<file path="src/hw/rtl/ipv4rt_pkg.sv">
`default_nettype none

package ipv4rt_pkg;

  localparam logic FUNC_INSERT = 1'b0;
  localparam logic FUNC_LOOKUP = 1'b1;

  localparam logic [1:0] ST_OK         = 2'd0;
  localparam logic [1:0] ST_BAD_PREFIX = 2'd1;
  localparam logic [1:0] ST_FULL       = 2'd2;

  localparam logic [1:0] KIND_TUNNEL = 2'd0;
  localparam logic [1:0] KIND_BYPASS = 2'd1;
  localparam logic [1:0] KIND_BLOCK  = 2'd2;
  localparam logic [1:0] KIND_UNUSED = 2'd3;

  localparam logic [5:0] PREFIX_MAX = 6'd32;

  typedef struct packed {
    logic        func;
    logic [31:0] route_network;
    logic [5:0]  route_prefix;
    logic [1:0]  route_kind;
    logic [15:0] route_metric;
    logic [31:0] dest_addr;
  } in_item_t;

  typedef struct packed {
    logic [1:0] status;
    logic [1:0] result_kind;
    logic       matched;
  } out_item_t;

  typedef enum logic [2:0] {
    S_IDLE,
    S_INS_CHECK,
    S_INS_CMP,
    S_INS_PUT,
    S_LK_READ,
    S_LK_CMP
  } state_t;

  // Commands from the controller to the datapath.
  typedef struct packed {
    logic       capture;
    logic       rd_en;
    logic       rd_prev;
    logic       rd_next;
    logic       ptr_dec;
    logic       ptr_inc;
    logic       wr_shift;
    logic       wr_new_up;
    logic       wr_new_here;
    logic       cnt_inc;
    logic       done;
    logic       hit;
    logic [1:0] status;
  } cmd_t;

  // Status from the datapath to the controller.
  typedef struct packed {
    logic prefix_bad;
    logic full;
    logic empty;
    logic goes_before;
    logic hit;
    logic ptr_first;
    logic ptr_last;
  } sts_t;

  function automatic logic [31:0] prefix_to_mask(input logic [5:0] plen);
    logic [31:0] m;
    if (plen == 6'd0) begin
      m = 32'd0;
    end else begin
      m = 32'hFFFF_FFFF << (PREFIX_MAX - plen);
    end
    return m;
  endfunction

endpackage

`default_nettype wire

</file>
<file path="src/hw/rtl/ipv4rt_ctrl.sv">
`default_nettype none

module ipv4rt_ctrl (
  input  wire logic          clk,
  input  wire logic          rst_n,
  input  wire logic          start,
  input  wire logic          start_func,
  output logic               busy,
  input  wire ipv4rt_pkg::sts_t sts,
  output ipv4rt_pkg::cmd_t   cmd
);
  import ipv4rt_pkg::*;

  state_t state_r;
  state_t state_nxt;

  always_ff @(posedge clk) begin
    if (!rst_n) begin
      state_r <= S_IDLE;
    end else begin
      state_r <= state_nxt;
    end
  end

  always_comb begin
    state_nxt = state_r;
    cmd       = '0;
    busy      = (state_r != S_IDLE);
    unique case (state_r)
      S_IDLE: begin
        if (start) begin
          cmd.capture = 1'b1;
          state_nxt   = (start_func == FUNC_LOOKUP) ? S_LK_READ : S_INS_CHECK;
        end
      end
      S_INS_CHECK: begin
        if (sts.prefix_bad) begin
          cmd.done   = 1'b1;
          cmd.status = ST_BAD_PREFIX;
          state_nxt  = S_IDLE;
        end else if (sts.full) begin
          cmd.done   = 1'b1;
          cmd.status = ST_FULL;
          state_nxt  = S_IDLE;
        end else if (sts.empty) begin
          cmd.wr_new_here = 1'b1;
          cmd.cnt_inc     = 1'b1;
          cmd.done        = 1'b1;
          state_nxt       = S_IDLE;
        end else begin
          cmd.rd_en = 1'b1;
          state_nxt = S_INS_CMP;
        end
      end
      S_INS_CMP: begin
        // The table is scanned from its tail; every entry the new route
        // goes ahead of moves up one place.
        if (sts.goes_before) begin
          cmd.wr_shift = 1'b1;
          if (sts.ptr_first) begin
            state_nxt = S_INS_PUT;
          end else begin
            cmd.rd_en   = 1'b1;
            cmd.rd_prev = 1'b1;
            cmd.ptr_dec = 1'b1;
          end
        end else begin
          cmd.wr_new_up = 1'b1;
          cmd.cnt_inc   = 1'b1;
          cmd.done      = 1'b1;
          state_nxt     = S_IDLE;
        end
      end
      S_INS_PUT: begin
        cmd.wr_new_here = 1'b1;
        cmd.cnt_inc     = 1'b1;
        cmd.done        = 1'b1;
        state_nxt       = S_IDLE;
      end
      S_LK_READ: begin
        if (sts.empty) begin
          cmd.done  = 1'b1;
          state_nxt = S_IDLE;
        end else begin
          cmd.rd_en = 1'b1;
          state_nxt = S_LK_CMP;
        end
      end
      S_LK_CMP: begin
        if (sts.hit) begin
          cmd.done  = 1'b1;
          cmd.hit   = 1'b1;
          state_nxt = S_IDLE;
        end else if (sts.ptr_last) begin
          cmd.done  = 1'b1;
          state_nxt = S_IDLE;
        end else begin
          cmd.rd_en   = 1'b1;
          cmd.rd_next = 1'b1;
          cmd.ptr_inc = 1'b1;
        end
      end
      default: begin
        state_nxt = S_IDLE;
      end
    endcase
  end

endmodule

`default_nettype wire

</file>
<file path="src/hw/rtl/ipv4rt_dpath.sv">
`default_nettype none

module ipv4rt_dpath #(
  parameter int ROUTE_DEPTH = 16,
  parameter int METRIC_BITS = 16
) (
  input  wire logic                 clk,
  input  wire logic                 rst_n,
  input  wire ipv4rt_pkg::in_item_t in_item,
  input  wire ipv4rt_pkg::cmd_t     cmd,
  output ipv4rt_pkg::sts_t          sts,
  output logic                      out_valid,
  output ipv4rt_pkg::out_item_t     out_item
);
  import ipv4rt_pkg::*;

  localparam int IDX_W = (ROUTE_DEPTH > 1) ? $clog2(ROUTE_DEPTH) : 1;
  localparam int CNT_W = $clog2(ROUTE_DEPTH + 1);

  logic [31:0]            net_mem  [ROUTE_DEPTH];
  logic [31:0]            mask_mem [ROUTE_DEPTH];
  logic [5:0]             pfx_mem  [ROUTE_DEPTH];
  logic [1:0]             kind_mem [ROUTE_DEPTH];
  logic [METRIC_BITS-1:0] met_mem  [ROUTE_DEPTH];

  in_item_t               item_r;
  logic [IDX_W-1:0]       ptr_r;
  logic [CNT_W-1:0]       cnt_r;
  logic [31:0]            rd_net_r;
  logic [31:0]            rd_mask_r;
  logic [5:0]             rd_pfx_r;
  logic [1:0]             rd_kind_r;
  logic [METRIC_BITS-1:0] rd_met_r;
  out_item_t              out_r;
  logic                   out_valid_r;

  logic [METRIC_BITS-1:0] new_met;
  logic [1:0]             new_kind;
  logic [31:0]            new_mask;
  logic [IDX_W-1:0]       ptr_init;
  logic [IDX_W-1:0]       rd_addr;
  logic [IDX_W-1:0]       wr_addr;
  logic                   wr_en;
  logic [31:0]            wr_net;
  logic [31:0]            wr_mask;
  logic [5:0]             wr_pfx;
  logic [1:0]             wr_kind;
  logic [METRIC_BITS-1:0] wr_met;

  assign new_met  = METRIC_BITS'(item_r.route_metric);
  assign new_kind = (item_r.route_kind == KIND_UNUSED) ? KIND_BLOCK : item_r.route_kind;
  assign new_mask = prefix_to_mask(item_r.route_prefix);

  // Inserts scan from the last stored entry down, lookups from the first up.
  assign ptr_init = ((in_item.func == FUNC_LOOKUP) || (cnt_r == '0)) ? '0
                  : IDX_W'(cnt_r - CNT_W'(1));

  always_comb begin
    if (cmd.rd_prev) begin
      rd_addr = ptr_r - IDX_W'(1);
    end else if (cmd.rd_next) begin
      rd_addr = ptr_r + IDX_W'(1);
    end else begin
      rd_addr = ptr_r;
    end
  end

  assign wr_en   = cmd.wr_shift | cmd.wr_new_up | cmd.wr_new_here;
  assign wr_addr = cmd.wr_new_here ? ptr_r : ptr_r + IDX_W'(1);
  assign wr_net  = cmd.wr_shift ? rd_net_r  : item_r.route_network;
  assign wr_mask = cmd.wr_shift ? rd_mask_r : new_mask;
  assign wr_pfx  = cmd.wr_shift ? rd_pfx_r  : item_r.route_prefix;
  assign wr_kind = cmd.wr_shift ? rd_kind_r : new_kind;
  assign wr_met  = cmd.wr_shift ? rd_met_r  : new_met;

  always_ff @(posedge clk) begin
    if (wr_en) begin
      net_mem[wr_addr]  <= wr_net;
      mask_mem[wr_addr] <= wr_mask;
      pfx_mem[wr_addr]  <= wr_pfx;
      kind_mem[wr_addr] <= wr_kind;
      met_mem[wr_addr]  <= wr_met;
    end
    if (cmd.rd_en) begin
      rd_net_r  <= net_mem[rd_addr];
      rd_mask_r <= mask_mem[rd_addr];
      rd_pfx_r  <= pfx_mem[rd_addr];
      rd_kind_r <= kind_mem[rd_addr];
      rd_met_r  <= met_mem[rd_addr];
    end
  end

  always_ff @(posedge clk) begin
    if (cmd.capture) begin
      item_r <= in_item;
    end
    if (cmd.capture) begin
      ptr_r <= ptr_init;
    end else if (cmd.ptr_dec) begin
      ptr_r <= ptr_r - IDX_W'(1);
    end else if (cmd.ptr_inc) begin
      ptr_r <= ptr_r + IDX_W'(1);
    end
  end

  always_ff @(posedge clk) begin
    if (!rst_n) begin
      cnt_r       <= '0;
      out_valid_r <= 1'b0;
    end else begin
      if (cmd.cnt_inc) begin
        cnt_r <= cnt_r + CNT_W'(1);
      end
      out_valid_r <= cmd.done;
    end
  end

  always_ff @(posedge clk) begin
    if (cmd.done) begin
      out_r.status  <= cmd.status;
      out_r.matched <= cmd.hit;
      if (cmd.hit) begin
        out_r.result_kind <= rd_kind_r;
      end else if (item_r.func == FUNC_LOOKUP) begin
        out_r.result_kind <= KIND_BYPASS;
      end else begin
        out_r.result_kind <= KIND_TUNNEL;
      end
    end
  end

  always_comb begin
    sts.prefix_bad = (item_r.route_prefix > PREFIX_MAX);
    sts.full       = (cnt_r == CNT_W'(ROUTE_DEPTH));
    sts.empty      = (cnt_r == '0);
    // Ties on both keys keep the stored entry ahead of the new one.
    if (new_met != rd_met_r) begin
      sts.goes_before = (new_met < rd_met_r);
    end else begin
      sts.goes_before = (item_r.route_prefix > rd_pfx_r);
    end
    sts.hit       = ((item_r.dest_addr & rd_mask_r) == rd_net_r);
    sts.ptr_first = (ptr_r == '0);
    sts.ptr_last  = ((CNT_W'(ptr_r) + CNT_W'(1)) == cnt_r);
  end

  assign out_valid = out_valid_r;
  assign out_item  = out_r;

endmodule

`default_nettype wire

</file>
<file path="src/hw/rtl/ipv4_route_table_top.sv">
`default_nettype none

// A lookup reads the stored entries from the first up and stops at the first hit
// or at the last entry; a lookup into an empty table answers with no match unread.
// An insert reads from the last entry down and moves up each entry the new route goes
// ahead of; an insert into an empty table, or one rejected, reads nothing. busy is high
// whenever the controller is not idle. Reset clears the entry count, the controller and the strobe.
// The receiver cannot stall: each result is strobed by out_valid for exactly one cycle.
module ipv4_route_table_top #(
  parameter int ROUTE_DEPTH = 16,
  parameter int METRIC_BITS = 16
) (
  input  wire logic                 clk,
  input  wire logic                 rst_n,
  input  wire logic                 start,
  output logic                      busy,
  input  wire ipv4rt_pkg::in_item_t in_item,
  output logic                      out_valid,
  output ipv4rt_pkg::out_item_t     out_item
);
  import ipv4rt_pkg::*;

  cmd_t cmd;
  sts_t sts;

  ipv4rt_ctrl u_ctrl (
    .clk        (clk),
    .rst_n      (rst_n),
    .start      (start),
    .start_func (in_item.func),
    .busy       (busy),
    .sts        (sts),
    .cmd        (cmd)
  );

  ipv4rt_dpath #(
    .ROUTE_DEPTH (ROUTE_DEPTH),
    .METRIC_BITS (METRIC_BITS)
  ) u_dpath (
    .clk       (clk),
    .rst_n     (rst_n),
    .in_item   (in_item),
    .cmd       (cmd),
    .sts       (sts),
    .out_valid (out_valid),
    .out_item  (out_item)
  );

endmodule

`default_nettype wire

</file>
<file path="config.mk">
export PLATFORM = sky130hd
export DESIGN_NAME = ipv4_route_table_top
export DESIGN_NICKNAME = d
export VERILOG_FILES = /design/src/hw/rtl/ipv4rt_pkg.sv /design/src/hw/rtl/ipv4rt_ctrl.sv /design/src/hw/rtl/ipv4rt_dpath.sv /design/src/hw/rtl/ipv4_route_table_top.sv
export SDC_FILE = /design/constraint.sdc
export NUM_CORES = 2
export LEC_CHECK = 0
export BUFFER_PORTS_ARGS = -buffer_cell sky130_fd_sc_hd__buf_4
export CORE_MARGIN = 1
export CORE_UTILIZATION = 60
export CTS_CLUSTER_DIAMETER = 30
export DETAILED_ROUTE_END_ITERATION = 12
export PLACE_DENSITY = 0.77
export SETUP_SLACK_MARGIN = 0.05
export SYNTH_ARGS = -nofsm -noshare
export SYNTH_HDL_FRONTEND = slang
export SYNTH_HIERARCHICAL = 1
export SYNTH_SLANG_ARGS = --single-unit
export TNS_END_PERCENT = 5
</file>
<file path="constraint.sdc">
create_clock -name clk -period 7.55 [get_ports clk]
set_input_delay 1.51 -clock clk [delete_from_list [all_inputs] [get_ports clk]]
set_output_delay 1.51 -clock clk [all_outputs]
set_load 0.01 [all_outputs]
</file>
After elaboration in Yosys (flattened, before gate mapping)
Memory sizes are Yosys's and may differ from the RTL's. A register that Yosys moved wholly into a read port is not among the register bits.
Index checks and enable logic that the tools add are counted.
- reductions and logical operators: 8
- add/subtract/negate cells: 6
- equal/unequal tests: 13
- shift-type cells: 1
- magnitude comparators: 3
- bitwise logic cells: 4
- multiplexer cells: 63
- operators with widths (operator ; number):
    2-to-1 mux 32 bit ; 3
    AND 32 bit ; 1
    equality test 32 bit ; 1
    left shift 32 x 6 -> 32 bit (first input constant) ; 1
    2-to-1 mux 3 bit ; 9
    2-to-1 mux 1 bit ; 26
    2-to-1 mux 2 bit ; 12
    2-to-1 mux 4 bit ; 6
    less-than comparator 16 bit ; 1
    2-to-1 mux 16 bit ; 1
    != test 16 bit ; 1
    one-hot mux 3 bit (5 select lines) ; 1
    subtractor 4 x 1 -> 4 bit (second input constant) ; 2
    equality test 3 x 2 -> 1 bit (second input constant) ; 2
    equality test 3 bit (second input constant) ; 2
    > comparator 6 bit ; 1
    > comparator 6 bit (second input constant) ; 1
    logical NOT 6 bit ; 1
    2-to-1 mux 6 bit ; 1
    != test 3 bit (second input constant) ; 2
    subtractor 6 bit (first input constant) ; 1
    adder 4 x 1 -> 5 bit (second input constant) ; 1
    adder 5 x 1 -> 5 bit (second input constant) ; 1
    equality test 5 bit ; 1
    18 further kinds ; 19
- register bits after elaboration: 107
- RAM bits: 1408
- word-level logic and storage cells: 117
- memories kept: 5
- output and inout port bits: 7
- memory list (memory ; depth ; bits a word ; read ports ; clocked after memory_dff ; wr ports ; RTL line ; text):
    u_dpath.mask_mem ; 16 ; 32 ; 1 ; 1 ; 1 ; ipv4rt_dpath.sv:21 ; logic [31:0] mask_mem [ROUTE_DEPTH];
    u_dpath.net_mem ; 16 ; 32 ; 1 ; 1 ; 1 ; ipv4rt_dpath.sv:20 ; logic [31:0] net_mem [ROUTE_DEPTH];
    u_dpath.met_mem ; 16 ; 16 ; 1 ; 1 ; 1 ; ipv4rt_dpath.sv:24 ; logic [METRIC_BITS-1:0] met_mem [ROUTE_DEPTH];
    u_dpath.pfx_mem ; 16 ; 6 ; 1 ; 1 ; 1 ; ipv4rt_dpath.sv:22 ; logic [5:0] pfx_mem [ROUTE_DEPTH];
    u_dpath.kind_mem ; 16 ; 2 ; 1 ; 1 ; 1 ; ipv4rt_dpath.sv:23 ; logic [1:0] kind_mem [ROUTE_DEPTH];

Logic depth before layout (Yosys ltp)
- word-level depth: 8
- gate-level depth with buffers: 19
- mapped depth without buffers: 14

Cells and area by module
The synthesis kept the hierarchy.
- modules (own cells, without submodules) (module ; cells an instance ; times used ; area an instance (um2) ; sequential area each (um2)):
    ipv4rt_dpath ; 2777 ; 1 ; 62257.2 ; 47986.0
    ipv4rt_ctrl ; 57 ; 1 ; 402.9 ; 60.1

Least setup slack after synthesis
No wires, ideal clock.
- path kind: register to register
- from: reg u_dpath/item_r[50] (netlist name)
- to: mem u_dpath.kind_mem[3][0], enable pin
- required time: 7014 ps
- arrival: 6027 ps
- cell stages (with the launch flop): 13
- clock period less this slack: 6563 ps
- slack: 987 ps
- cells stage by stage: edfxtp_1 -> inv_1 -> ha_1 -> nor4b_1 -> nor2b_1 -> nor2_1 -> a21oi_1 -> nor3b_1 -> clkbuf_1 -> nor2b_1 -> o21ai_0 -> o21ai_0 -> nor2_1
- RTL lines (what ; RTL line ; text):
    from (decl) ; ipv4rt_dpath.sv:26 ; in_item_t item_r;
    from (signal assigned) ; ipv4rt_dpath.sv:95 ; item_r <= in_item;
    to (decl) ; ipv4rt_dpath.sv:23 ;

==> flow_results.org <==
** Outcome
- Result of the run :: complete, no violations

** Route
- For this block, the routed nets add up to 157000 um of wire.
- Total via count after detailed routing :: 31900
- In the final routed layout, each cell accounts on average for 33.2 um.
- Drt first pass iters :: 5
- Final routed DRC violation total :: 0
- DR vias/cell :: 6.74
- In this run, the number of DRC markers left after iteration 0 of detailed routing was 4234.
- Number of nets still failing antenna checks after routing :: 0

** Power and ir drop
- For this design the ratio of total power to cell area is 333 nW/um^2.
- Combinational logic burns 9.4% of the power.
- Switching fraction of total power :: 23.5%
- In this run the static leakage power is 24.9 nW.
- Per report_power, the clock group accounts for 49.3% of the total.
- Internal power comes to 18.9 mW.
- Net Sw Power :: 5.83 mW
- Across the VDD grid, the largest voltage drop is 295 uV.
- Per report_power, the sequential group accounts for 41.3% of the total.

** STA
- The final max-slew violation count is 0.
- Minimum setup slack in the final design :: 1.24 ns
- Across the routed clock network, the largest skew measured is 0.0697 ns.
- Maximum frequency from static timing analysis :: 159 MHz
- Final critical path time including I/O delays and setup :: 6.31 ns
- After layout, the worst path uses 83.5% of the clock period.
- Sum of negative setup slack :: 0 ns
- Setup repair after global routing left no endpoint under its margin.
- The number of hold violations in the final report is 0.
- Transition time of the tightest slew-check pin :: 1.33 ns
- Final Setup Violations :: 0
- Measured against its own limit, the worst slew margin works out to 11.0%.

** Cells and area
- The library cells used most frequently in the layout, excluding fill and tap cells, are edfxtp_1, mux4_2, clkbuf_16.
- Of the cells placed in the final design, the portion with a size suffix greater than 1 is 31.1%.
- Layout overhead on the synthesized area :: 18.9%
- Most common cell after layout, fill and taps aside :: edfxtp_1
- Reg area :: 48000 um^2
- NumNets Final :: 3268
- Filler Cell Count :: 5410
- Area occupied by multi-input gates :: 13900 um^2

** Logic synthesis
- Yosys printed 6 warnings.
- Synthesized instance count :: 2834
- Dominant register cell in the synthesized netlist :: edfxtp_1
- Sequential share of the synthesized area :: 76.7%
- Syn nets :: 2957
- Async SR Flop Fraction :: 0%
- Counting flops with a built-in enable in the synthesized netlist gives 1594.
- The average instance in the mapped netlist occupies 22.1 um^2.
- In this run the cell area of the synthesized design comes to 62700 um^2.
- Counting flops and latches in the post-synthesis netlist gives 1603.
- In this run, distinct cell masters in the synthesized netlist total 61.

** Place
- Routability-driven placement finished with a final weighted congestion of 0.799.
- OpenSTA, run right after detailed placement, puts the worst setup slack at 1.55 ns.
- Port buffering added 98 buffers.
- HPWL after detailed placement :: 72000 um

** CTS
- The root buffer cell chosen for the clock tree is clkbuf_16.
- Clock transition at the register clock pins on the worst setup and hold paths after CTS :: 0.05 ns
- Buffer count from post-CTS setup fixing :: 0
- Max Buffers Root-to-Sink :: 4
- After clock tree synthesis, the flow added hold-fix buffers numbering 0.
- Clock latency reported for the late side of the worst-skew pair :: 0.88 ns
- Number of gates resized after CTS :: 0
- Clock Sink Count :: 1603
- CTS buffer count :: 279
- Htree depth :: 5
- TritonCTS built the clock tree.

** Flow run
- Max-cap violations in this run came to 0.

** Global routing
- The first global-routing pass estimated 226000 um of wire.
- The number of global-route vias before repair is 33400.
- For this run the aggregate overflow at the end of global routing stands at 0.
- The number of antenna violations at the first check in global routing is 3.
- Pin count of the biggest net entering global routing :: 91
- GR Util All Layers :: 29.9%

** Floorplan
- The die covers 106000 um^2.
- Floorplan Core Area :: 103000 um^2
- The initialized floorplan defines 118 standard-cell rows.
- Pin placement for this block handled 99 I/O pins.
- In this run the vertical extent of the chip is 325 um.
- Die Span X :: 325 um
- Initial cell density of the core :: 60.5%

** Hold path
- The tightest min-delay check is of the reg -> reg type.

** Critical path
- Capturing element type of the critical path :: register
- For the worst setup path, the data required time is 8.14 ns.
- Data arrives at the worst endpoint at 6.90 ns.
- Type of the worst setup path :: reg -> reg
- The worst setup path is launched from a register.
- Crit-path max FO :: 35
worst max-delay path, cell delays in order, from the launching register on:
cell and delay [ns]:
edfxtp_1 0.43, inv_1 0.09, ha_1 0.24, a21o_1 0.16
a21o_1 0.17, a211oi_1 0.53, o21ai_0 0.35, o22ai_1 0.52
nand3_2 0.23, nor2_1 0.61, nor2_4 0.11, xnor2_4 0.84
buf_4 0.75, mux4_2 0.61, mux2i_1 0.24, mux2i_1 0.12
metal layers:
metal / up-vias / share of wire [%] / track usage (%)
li1: 12500 / - / -
met1: 16600 / 36 / 39.9
met2: 2349 / 50 / 48.8
met3: 404 / 11 / 6.70
met4: 2 / 3.4 / 11.5
met5: - / 0.0083 / 0
metrics by stage:
step                      utilization, %  cell area, um^2  instances  power, mW  hold WS [ns]
final                               72.0            74500       4730       24.8         0.557
after CTS                           72.0            74500       4728       24.9         0.557
after floorplan                        -            62700       2834       12.0         0.506
after global placement              63.2            65400       4244       12.6         0.542
after detailed placement            63.2            65400       4244       12.6         0.545
after global routing                72.0            74500       4728       25.4         0.581
power groups by stage:
stage	registers [mW]	clock network [mW]	logic, mW
2_1_floorplan	10.3	0	1.67
3_3_place_gp	10.4	0	2.17
3_5_place_dp	10.4	0	2.24
4_1_cts	10.2	12.3	2.32
5_1_grt	10.2	12.7	2.44
6_report	10.2	12.2	2.33
area by class of cell:
cell class / count / area share [%]
Sequential cell: 1603 / 64.5
Multi-Input combinational cell: 1060 / 18.7
Clock buffer: 307 / 9.61
Clock inverter: 177 / 2.58
Tap cell: 1380 / 2.32
Timing Repair Buffer: 165 / 2.13
Inverter: 36 / 0.188
Antenna cell: 2 / 0.00672
state kept, by name, indices dropped and copies added, names as in the netlist:
signal	cells
u_dpath/rd_kind_r	2
u_dpath/rd_met_r	16
u_dpath/ptr_r	4
u_dpath/kind_mem	32
u_dpath/met_mem	256
u_dpath/rd_mask_r	32
u_dpath/item_r	73
u_dpath/rd_pfx_r	6
u_dpath/out_valid	1
u_dpath/rd_net_r	32
u_dpath/new_met	16
u_ctrl/state_r	3
u_dpath/out_item	5
u_dpath/net_mem	512
u_dpath/pfx_mem	96
u_dpath/mask_mem	512
u_dpath/cnt_r	5
kinds of logic (layout without fill, tap and decap cells):
family | count (synthesis) | in the layout | share of synthesized area, %
flip-flops | 1603 | 1603 | 76.7
multiplexers | 672 | 672 | 17.9
AND/OR/NAND/NOR | 202 | 202 | 1.59
buffers and inverters | 171 | 685 | 1.39
AO/OA/AOI/OAI | 103 | 103 | 1.09
XOR/XNOR | 52 | 52 | 0.769
adder cells (fa/ha/maj) | 31 | 31 | 0.619
other | 0 | 2 | 0
cells in the mapped netlist (6+ instances only):
cell,number,area (um^2)
a21o_1,9,67.6
a21oi_1,12,60.1
a22o_1,15,131
and2_1,10,62.6
buf_2,62,310
buf_4,23,173
clkbuf_1,32,120
clkbuf_4,9,67.6
dfxtp_1,9,180
edfxtp_1,1594,47900
ha_1,31,388
inv_1,34,128
mux2_2,53,597
mux2i_1,267,2670
mux4_2,352,7930
nand2_1,80,300
nand2b_1,6,37.5
nand3_1,6,30.0
nand4_1,9,56.3
nor2_1,39,146
nor2b_1,12,75.1
nor3_1,9,45.0
nor4_1,9,56.3
o21ai_0,36,180
o22ai_1,7,43.8
xnor2_1,46,403
worst paths after layout:
path	startpoint	endpoint	slack, ns	depth (start not counted)
max	u_dpath/rd_met_r[9]$_DFFE_PP_	u_dpath/rd_mask_r[14]$_DFFE_PP_	1.24	15
min	u_dpath/item_r[88]$_DFFE_PP_	u_dpath/out_item[1]$_DFFE_PP_	0.56	1
max reg2reg	u_dpath/rd_met_r[9]$_DFFE_PP_	u_dpath/rd_mask_r[14]$_DFFE_PP_	1.24	15
min reg2reg	u_dpath/item_r[88]$_DFFE_PP_	u_dpath/out_item[1]$_DFFE_PP_	0.56	1
No activity file was read; power rests on OpenSTA's default activity.
